<file path="src/hdl/stb_pkg.sv">
`default_nettype none

package stb_pkg;

  // Result status codes.
  typedef enum logic [2:0] {
    ST_OK        = 3'd0,
    ST_RESERVED  = 3'd1,
    ST_CLIMATE   = 3'd2,
    ST_DUPLICATE = 3'd3,
    ST_OVERFLOW  = 3'd4
  } status_t;

  // Single-precision bit patterns bounding an acceptable climate value.
  localparam logic [31:0] ONE_BITS      = 32'h3F80_0000;
  localparam logic [31:0] NEG_ZERO_BITS = 32'h8000_0000;

  // One input request.
  typedef struct packed {
    logic        has_entry;
    logic [15:0] tile_x;
    logic [15:0] tile_y;
    logic [31:0] reserved_word;
    logic [31:0] climate_a;
    logic [31:0] climate_b;
    logic [31:0] climate_c;
    logic [31:0] climate_d;
    logic        last_item;
  } item_t;

  // One result request.
  typedef struct packed {
    logic [2:0]  status;
    logic [6:0]  entry_count;
    logic [15:0] out_x;
    logic [15:0] out_y;
    logic [31:0] out_climate_a;
    logic [31:0] out_climate_b;
    logic [31:0] out_climate_c;
    logic [31:0] out_climate_d;
    logic        entry_valid;
    logic        last_result;
  } result_t;

  // One stored table entry: key is column in the upper half, row in the lower.
  typedef struct packed {
    logic [31:0] key;
    logic [31:0] ca;
    logic [31:0] cb;
    logic [31:0] cc;
    logic [31:0] cd;
  } entry_t;

  // Commands from the controller to the datapath.
  typedef struct packed {
    logic    latch_item;
    logic    fill_inc;
    logic    set_err;
    status_t err_code;
    logic    pos_load;
    logic    pos_dec;
    logic    rd_prev;
    logic    wr_shift;
    logic    wr_new;
    logic    emit_start;
    logic    emit_rd;
    logic    emit_inc;
    logic    load_entry;
    logic    load_status;
    logic    clear_set;
  } cmd_t;

  // Status flags from the datapath to the controller.
  typedef struct packed {
    logic has_entry;
    logic last_item;
    logic full;
    logic err_set;
    logic rsv_bad;
    logic clim_bad;
    logic fill_zero;
    logic pos_one;
    logic cmp_gt;
    logic cmp_eq;
    logic emit_last;
    logic out_free;
  } sts_t;

  // A climate word passes if it is negative zero or a finite value from 0 to 1.
  function automatic logic climate_ok(input logic [31:0] bits);
    climate_ok = (bits == NEG_ZERO_BITS) || (bits <= ONE_BITS);
  endfunction

endpackage

`default_nettype wire

</file>
<file path="src/hdl/stb_ctrl.sv">
`default_nettype none

module stb_ctrl
  import stb_pkg::*;
(
  input  wire logic clk,
  input  wire logic rst,
  input  wire logic in_valid,
  output logic      in_ready,
  input  wire sts_t sts,
  output cmd_t      cmd
);

  typedef enum logic [2:0] {
    S_IDLE,
    S_CHECK,
    S_READ,
    S_CMP,
    S_PLACE,
    S_FINISH,
    S_ERD,
    S_ELD
  } state_t;

  state_t state;
  state_t state_next;

  assign in_ready = (state == S_IDLE);

  // State register.
  always_ff @(posedge clk) begin
    if (rst) begin
      state <= S_IDLE;
    end else begin
      state <= state_next;
    end
  end

  // Next state and datapath commands.
  always_comb begin
    cmd        = '0;
    cmd.err_code = ST_OK;
    state_next = state;
    case (state)
      S_IDLE: begin
        if (in_valid) begin
          cmd.latch_item = 1'b1;
          state_next     = S_CHECK;
        end
      end
      S_CHECK: begin
        state_next = S_FINISH;
        if (sts.has_entry) begin
          if (sts.full) begin
            cmd.set_err  = 1'b1;
            cmd.err_code = ST_OVERFLOW;
          end else if (sts.err_set) begin
            cmd.fill_inc = 1'b1;
          end else begin
            cmd.fill_inc = 1'b1;
            if (sts.rsv_bad) begin
              cmd.set_err  = 1'b1;
              cmd.err_code = ST_RESERVED;
            end else if (sts.clim_bad) begin
              cmd.set_err  = 1'b1;
              cmd.err_code = ST_CLIMATE;
            end else begin
              cmd.pos_load = 1'b1;
              state_next   = sts.fill_zero ? S_PLACE : S_READ;
            end
          end
        end
      end
      S_READ: begin
        cmd.rd_prev = 1'b1;
        state_next  = S_CMP;
      end
      S_CMP: begin
        // Larger neighbours move up one place; an equal one rejects the set.
        if (sts.cmp_gt) begin
          cmd.wr_shift = 1'b1;
          cmd.pos_dec  = 1'b1;
          state_next   = sts.pos_one ? S_PLACE : S_READ;
        end else if (sts.cmp_eq) begin
          cmd.set_err  = 1'b1;
          cmd.err_code = ST_DUPLICATE;
          state_next   = S_FINISH;
        end else begin
          state_next = S_PLACE;
        end
      end
      S_PLACE: begin
        cmd.wr_new = 1'b1;
        state_next = S_FINISH;
      end
      S_FINISH: begin
        if (!sts.last_item) begin
          state_next = S_IDLE;
        end else if (sts.err_set || sts.fill_zero) begin
          if (sts.out_free) begin
            cmd.load_status = 1'b1;
            cmd.clear_set   = 1'b1;
            state_next      = S_IDLE;
          end
        end else begin
          cmd.emit_start = 1'b1;
          state_next     = S_ERD;
        end
      end
      S_ERD: begin
        cmd.emit_rd = 1'b1;
        state_next  = S_ELD;
      end
      S_ELD: begin
        if (sts.out_free) begin
          cmd.load_entry = 1'b1;
          if (sts.emit_last) begin
            cmd.clear_set = 1'b1;
            state_next    = S_IDLE;
          end else begin
            cmd.emit_inc = 1'b1;
            state_next   = S_ERD;
          end
        end
      end
      default: begin
        state_next = S_IDLE;
      end
    endcase
  end

endmodule

`default_nettype wire

</file>
<file path="config.mk">
export PLATFORM = sky130hd
export DESIGN_NAME = stb_ctrl
export DESIGN_NICKNAME = d
export VERILOG_FILES = /design/src/hdl/stb_pkg.sv /design/src/hdl/stb_ctrl.sv
export SDC_FILE = /design/constraint.sdc
export NUM_CORES = 1
export LEC_CHECK = 0
export BUFFER_PORTS_ARGS = -buffer_cell sky130_fd_sc_hd__buf_2
export CORE_AREA = 2 2 39 41
export DETAILED_ROUTE_END_ITERATION = 6
export DIE_AREA = 0 0 41 43
export PLACE_DENSITY = 0.73
export RECOVER_POWER = 100
export SETUP_SLACK_MARGIN = 0.1
export SLEW_MARGIN = 20
export SYNTH_ARGS = -nofsm -noshare
export SYNTH_HDL_FRONTEND = slang
export SYNTH_SLANG_ARGS = --single-unit
</file>
<file path="constraint.sdc">
create_clock -name clk -period 1.75 [get_ports clk]
set_input_delay 0.35 -clock clk [delete_from_list [all_inputs] [get_ports clk]]
set_output_delay 0.35 -clock clk [all_outputs]
set_load 0.01 [all_outputs]
</file>
Yosys cells after proc, flatten, opt, wreduce, memory -nomap -nowiden:

Cells that the tools add are included.

* register bits after elaboration: 3
* bits of input ports: 15
* word-level logic and storage cells: 64

* equal/unequal tests: 10
* muxes and demuxes: 50
* reductions and logical operators: 3

Operators with widths (count)
* 2-to-1 mux 3 bit: 14
* case mux 3 bit (8 select lines): 1
* 2-to-1 mux 1 bit: 21
* 2-to-1 mux 4 bit: 5
* equality test 3 bit, second input constant: 4
* 2-to-1 mux 2 bit: 5
* case mux 4 bit (2 select lines): 1
* equality test 3 x 2 -> 1 bit, second input constant: 2
* 2-to-1 mux 6 bit: 1
* 2-to-1 mux 5 bit: 1
* inequality test 2 bit, second input constant: 2
* inequality test 4 bit, second input constant: 1
* equality test 3 x 1 -> 1 bit, second input constant: 1
* logical NOT 3 bit: 1
* AND reduction 3 bit: 1
* case mux 1 bit (2 select lines): 1
* logical OR 1 bit: 1

Longest topological paths before layout:

* depth after elaboration: 7
* mapped depth: 5
* gate-level depth less buffers: 4

Worst setup path before layout:

OpenSTA, ideal clock, no wires.

* kind: reg-to-output
* start point: register state[1]
* end point: output port cmd[12] (netlist bit)
* data arrival time: 1320 ps
* data required time: 1400 ps
* setup slack: 80 ps
* stages on the path, launching flop included: 5
* path through: dfxtp_1 -> buf_2 -> nor3b_1 -> nand2_1 -> o41ai_1

RTL lines
* from (decl): line stb_ctrl.sv:25 `state_t state;`
* from (signal assigned): line stb_ctrl.sv:35 `state <= state_next;`
* to (decl): line stb_ctrl.sv:11 `output cmd_t cmd`

==> run_results.csv <==
group,metric,value,unit
synth,synth_nets,74,
synth,synth_cells,59,
cells_and_area,drive_above_1_share,51.49,%
clocking,htree_levels,1,
critical_path,crit_path_end,"cmd[0]",
critical_path,startpoint,"state[1]",
synth,synth_area,375.4,µm²
critical_path,cp_max_fo,3,
synth,synth_edf_count,0,
critical_path,r2r_setup_slack,0.22,ns
critical_path,crit_chain,"buf_6, nand4b_1, nor2_1, a21o_1, buf_2",
synth,ys_async_sr_fraction,0,%
critical_path,r2r-end,"state[0]",
floorplanning,design.die.area,1763,µm²
pwr,power_density,521.4,nW/µm²
critical_path,worstPathRequired,1.40,ns
grt,grt_pass1_vias,557,
placed_design,globalplace.congestion,0.8527,
floorplanning,core_area,1384,µm²
pwr,max-vdd-ir-drop,0.2937,mV
pwr,finalPower,0.0003647,W
placed_design,placed_area,568.0,µm²
grt,overflow,0,
critical_path,start_kind,"flop",
critical_path,ff2ff_path_depth,6,
status,status,"finished, final reports clean",
job,cap_violations,0,
synth,synth_cell_types,23,
clocking,cts_made_buffers,3,
placed_design,io_buffers,32,
clocking,cts_tree,"yes",
critical_path,max_stage_delay,0.36,ns
synth,synth_area_leader_cell,"dfxtp_1",
cells_and_area,reg_top3,"state x3",
cells_and_area,fin_nets,117,
synth,yosys.area.top_type_share,16.00,%
sta,max_freq,590.0,MHz
cells_and_area,diodes,0,
synth,synth_area_leaders,"dfxtp_1 16%, nor2_1 10%, nand2_1 7.0%",
clocking,clockRootBuffer,"clkbuf_4",
sta,whs,0.2927,ns
clocking,cts_sinks,3,
critical_path,slowest_stage,"dfxtp_4",
drt,vias,611,
critical_path,worstPathArrival,1.34,ns
clocking,ctsLongestPathBuffers,2,
drt,ant_nets,0,
sta,skew,0.001318,ns
cells_and_area,largest_register_ffs,3,
sta,finalSetupViolations,0,
sta,period_share,96.85,%
drt,drt_iter0_drc,8,
floorplanning,initial_core_util,27.12,%
cells_and_area,design_area,699.4,µm²
floorplanning,num_rows,14,
critical_path,rr_startpoint,"state[1]",
synth,syn_avg_cell_area,6.362,µm²
synth,ys_seq_elements,3,
clocking,holdBufCountCts,0,
grt,grt_antenna_before_repair,0,
sta,fin_crit,1.695,ns
drt,dr.pass1.iters,4,
hold_path,hp-class,"in -> reg",
grt,grtUsageTotal,19.30,%
sta,drv_slew,0,
synth,yosysSeqAreaShare,16.00,%
drt,drcViolationCount,0,
synth,yosysMostFrequentCell,"nor2_1",
grt,grt_max_degree,14,
floorplanning,io_pins,33,
clocking,clk_latency,0.24,ns
synth,synth-main-ff-cell,"dfxtp_1",
sta,rsz0062_at_grt,"true",
floorplanning,die_w,41,µm
sta,worst_pin_slew,0.3851,ns
floorplanning,die_y,43,µm
cells_and_area,regMostFlops,"state",
clocking,clk_pin_slew,0.04,ns
placed_design,dp_hpwl,1.089,mm
drt,wl_per_cell,13.52,µm
cells_and_area,area_growth,86.33,%
critical_path,worstSetupEndpointType,"primary output",
pwr,p_leak,0.3337,nW
grt,grt_pass1_wl,2.304,mm
sta,hold_viol_final,0,
synth,yosysWarnings,0,
sta,slew-limit-headroom,74.17,%
drt,via_per_inst,5.222,
synth,synthTopCellsByCount,"10 x nor2_1, 7 x nand2_1, 5 x o21ai_0",
critical_path,worstSetupPathType,"reg -> out",
hold_path,whs_path_depth,2,
drt,routed_wl,1.582,mm
## worst max-delay path: cells and delay by family (launching register included)
kind / cells / cell delay, ns
flops: 1 / 0.36
compound gates: 1 / 0.10
simple gates: 2 / 0.40
buf+inv: 2 / 0.24
## cells by family after synthesis
| group | synth area share, % |
|---|---|
| AOI/OAI and AO/OA | 27.33 |
| and+or+nand+nor | 48.00 |
| buffers and inverters | 8.666 |
| DFF | 16.00 |
## placed cells by master, fill, tap and decap left out, drive strengths merged
cell / netlist / layout
buf: 4 / 34
clkbuf: 0 / 12
nor2: 10 / 10
nand2: 7 / 7
o21ai: 5 / 5
nor3: 4 / 4
a31oi: 3 / 3
dfxtp: 3 / 3
nor3b: 3 / 3
nand3b: 2 / 2
and2: 2 / 2
a211oi: 2 / 2
a21oi: 2 / 2
inv: 2 / 2
o41ai: 2 / 2
nor4: 2 / 2
nand4b: 1 / 1
a21o: 1 / 1
and3: 1 / 1
nand2b: 1 / 1
or3: 1 / 1
a311oi: 1 / 1
## through the flow
stage | cells | utilization (%) | TNS [ns] | worst slack, ns
2_1_floorplan | 59 | - | 0 | 0.1279
3_3_place_gp | 107 | 41.05 | 0 | 0.2127
3_5_place_dp | 107 | 41.05 | 0 | 0.1283
4_1_cts | 116 | 49.01 | 0 | 0.06805
5_1_grt | 117 | 50.54 | -0.01342 | -0.007545
6_report | 117 | 50.54 | 0 | 0.05508
## cell type report
type | instances | area [µm²]
fill | 146 | 684.4
multi-input combinational | 50 | 339.1
timing repair buffer | 42 | 237.7
sequential | 3 | 66.31
clock buffer | 4 | 26.28
tap | 16 | 20.02
inverter | 2 | 10.01
## per-layer routing
metal  vias to the layer above  global-route usage, %  routed length (µm)
met2                        21                  32.81                 833
met5                         -                      0                   0
met1                       280                  19.05                 601
li1                        304                      -                   -
met4                         0                  9.333                  42
met3                         6                  7.330                 105
## worst min path at each step
stage | start | endpoint
2_1_floorplan | rst | state[1]
3_3_place_gp | rst | state[2]
3_5_place_dp | rst | state[2]
4_1_cts | rst | state[2]
5_1_grt | rst | state[2]
6_report | rst | state[2]
## where the power goes
group / total (W) / internal, W / switching, W
combinational: 0.000155 / 0.0000712 / 0.0000840
sequential: 0.0000833 / 0.0000755 / 0.00000780
clock: 0.000126 / 0.0000857 / 0.0000405
total: 0.000365 / 0.000232 / 0.000132
## what timing repair did
| action | in CTS | in global routing |
|---|---|---|
| pin swaps | 6 | 3 |
| gates resized for setup | 14 | 7 |
| setup buffers | 5 | 1 |
| endpoints found under the setup margin | 6 | 13 |
| hold endpoints to repair | 0 | 0 |
No activity file was read; power rests on OpenSTA's default activity.
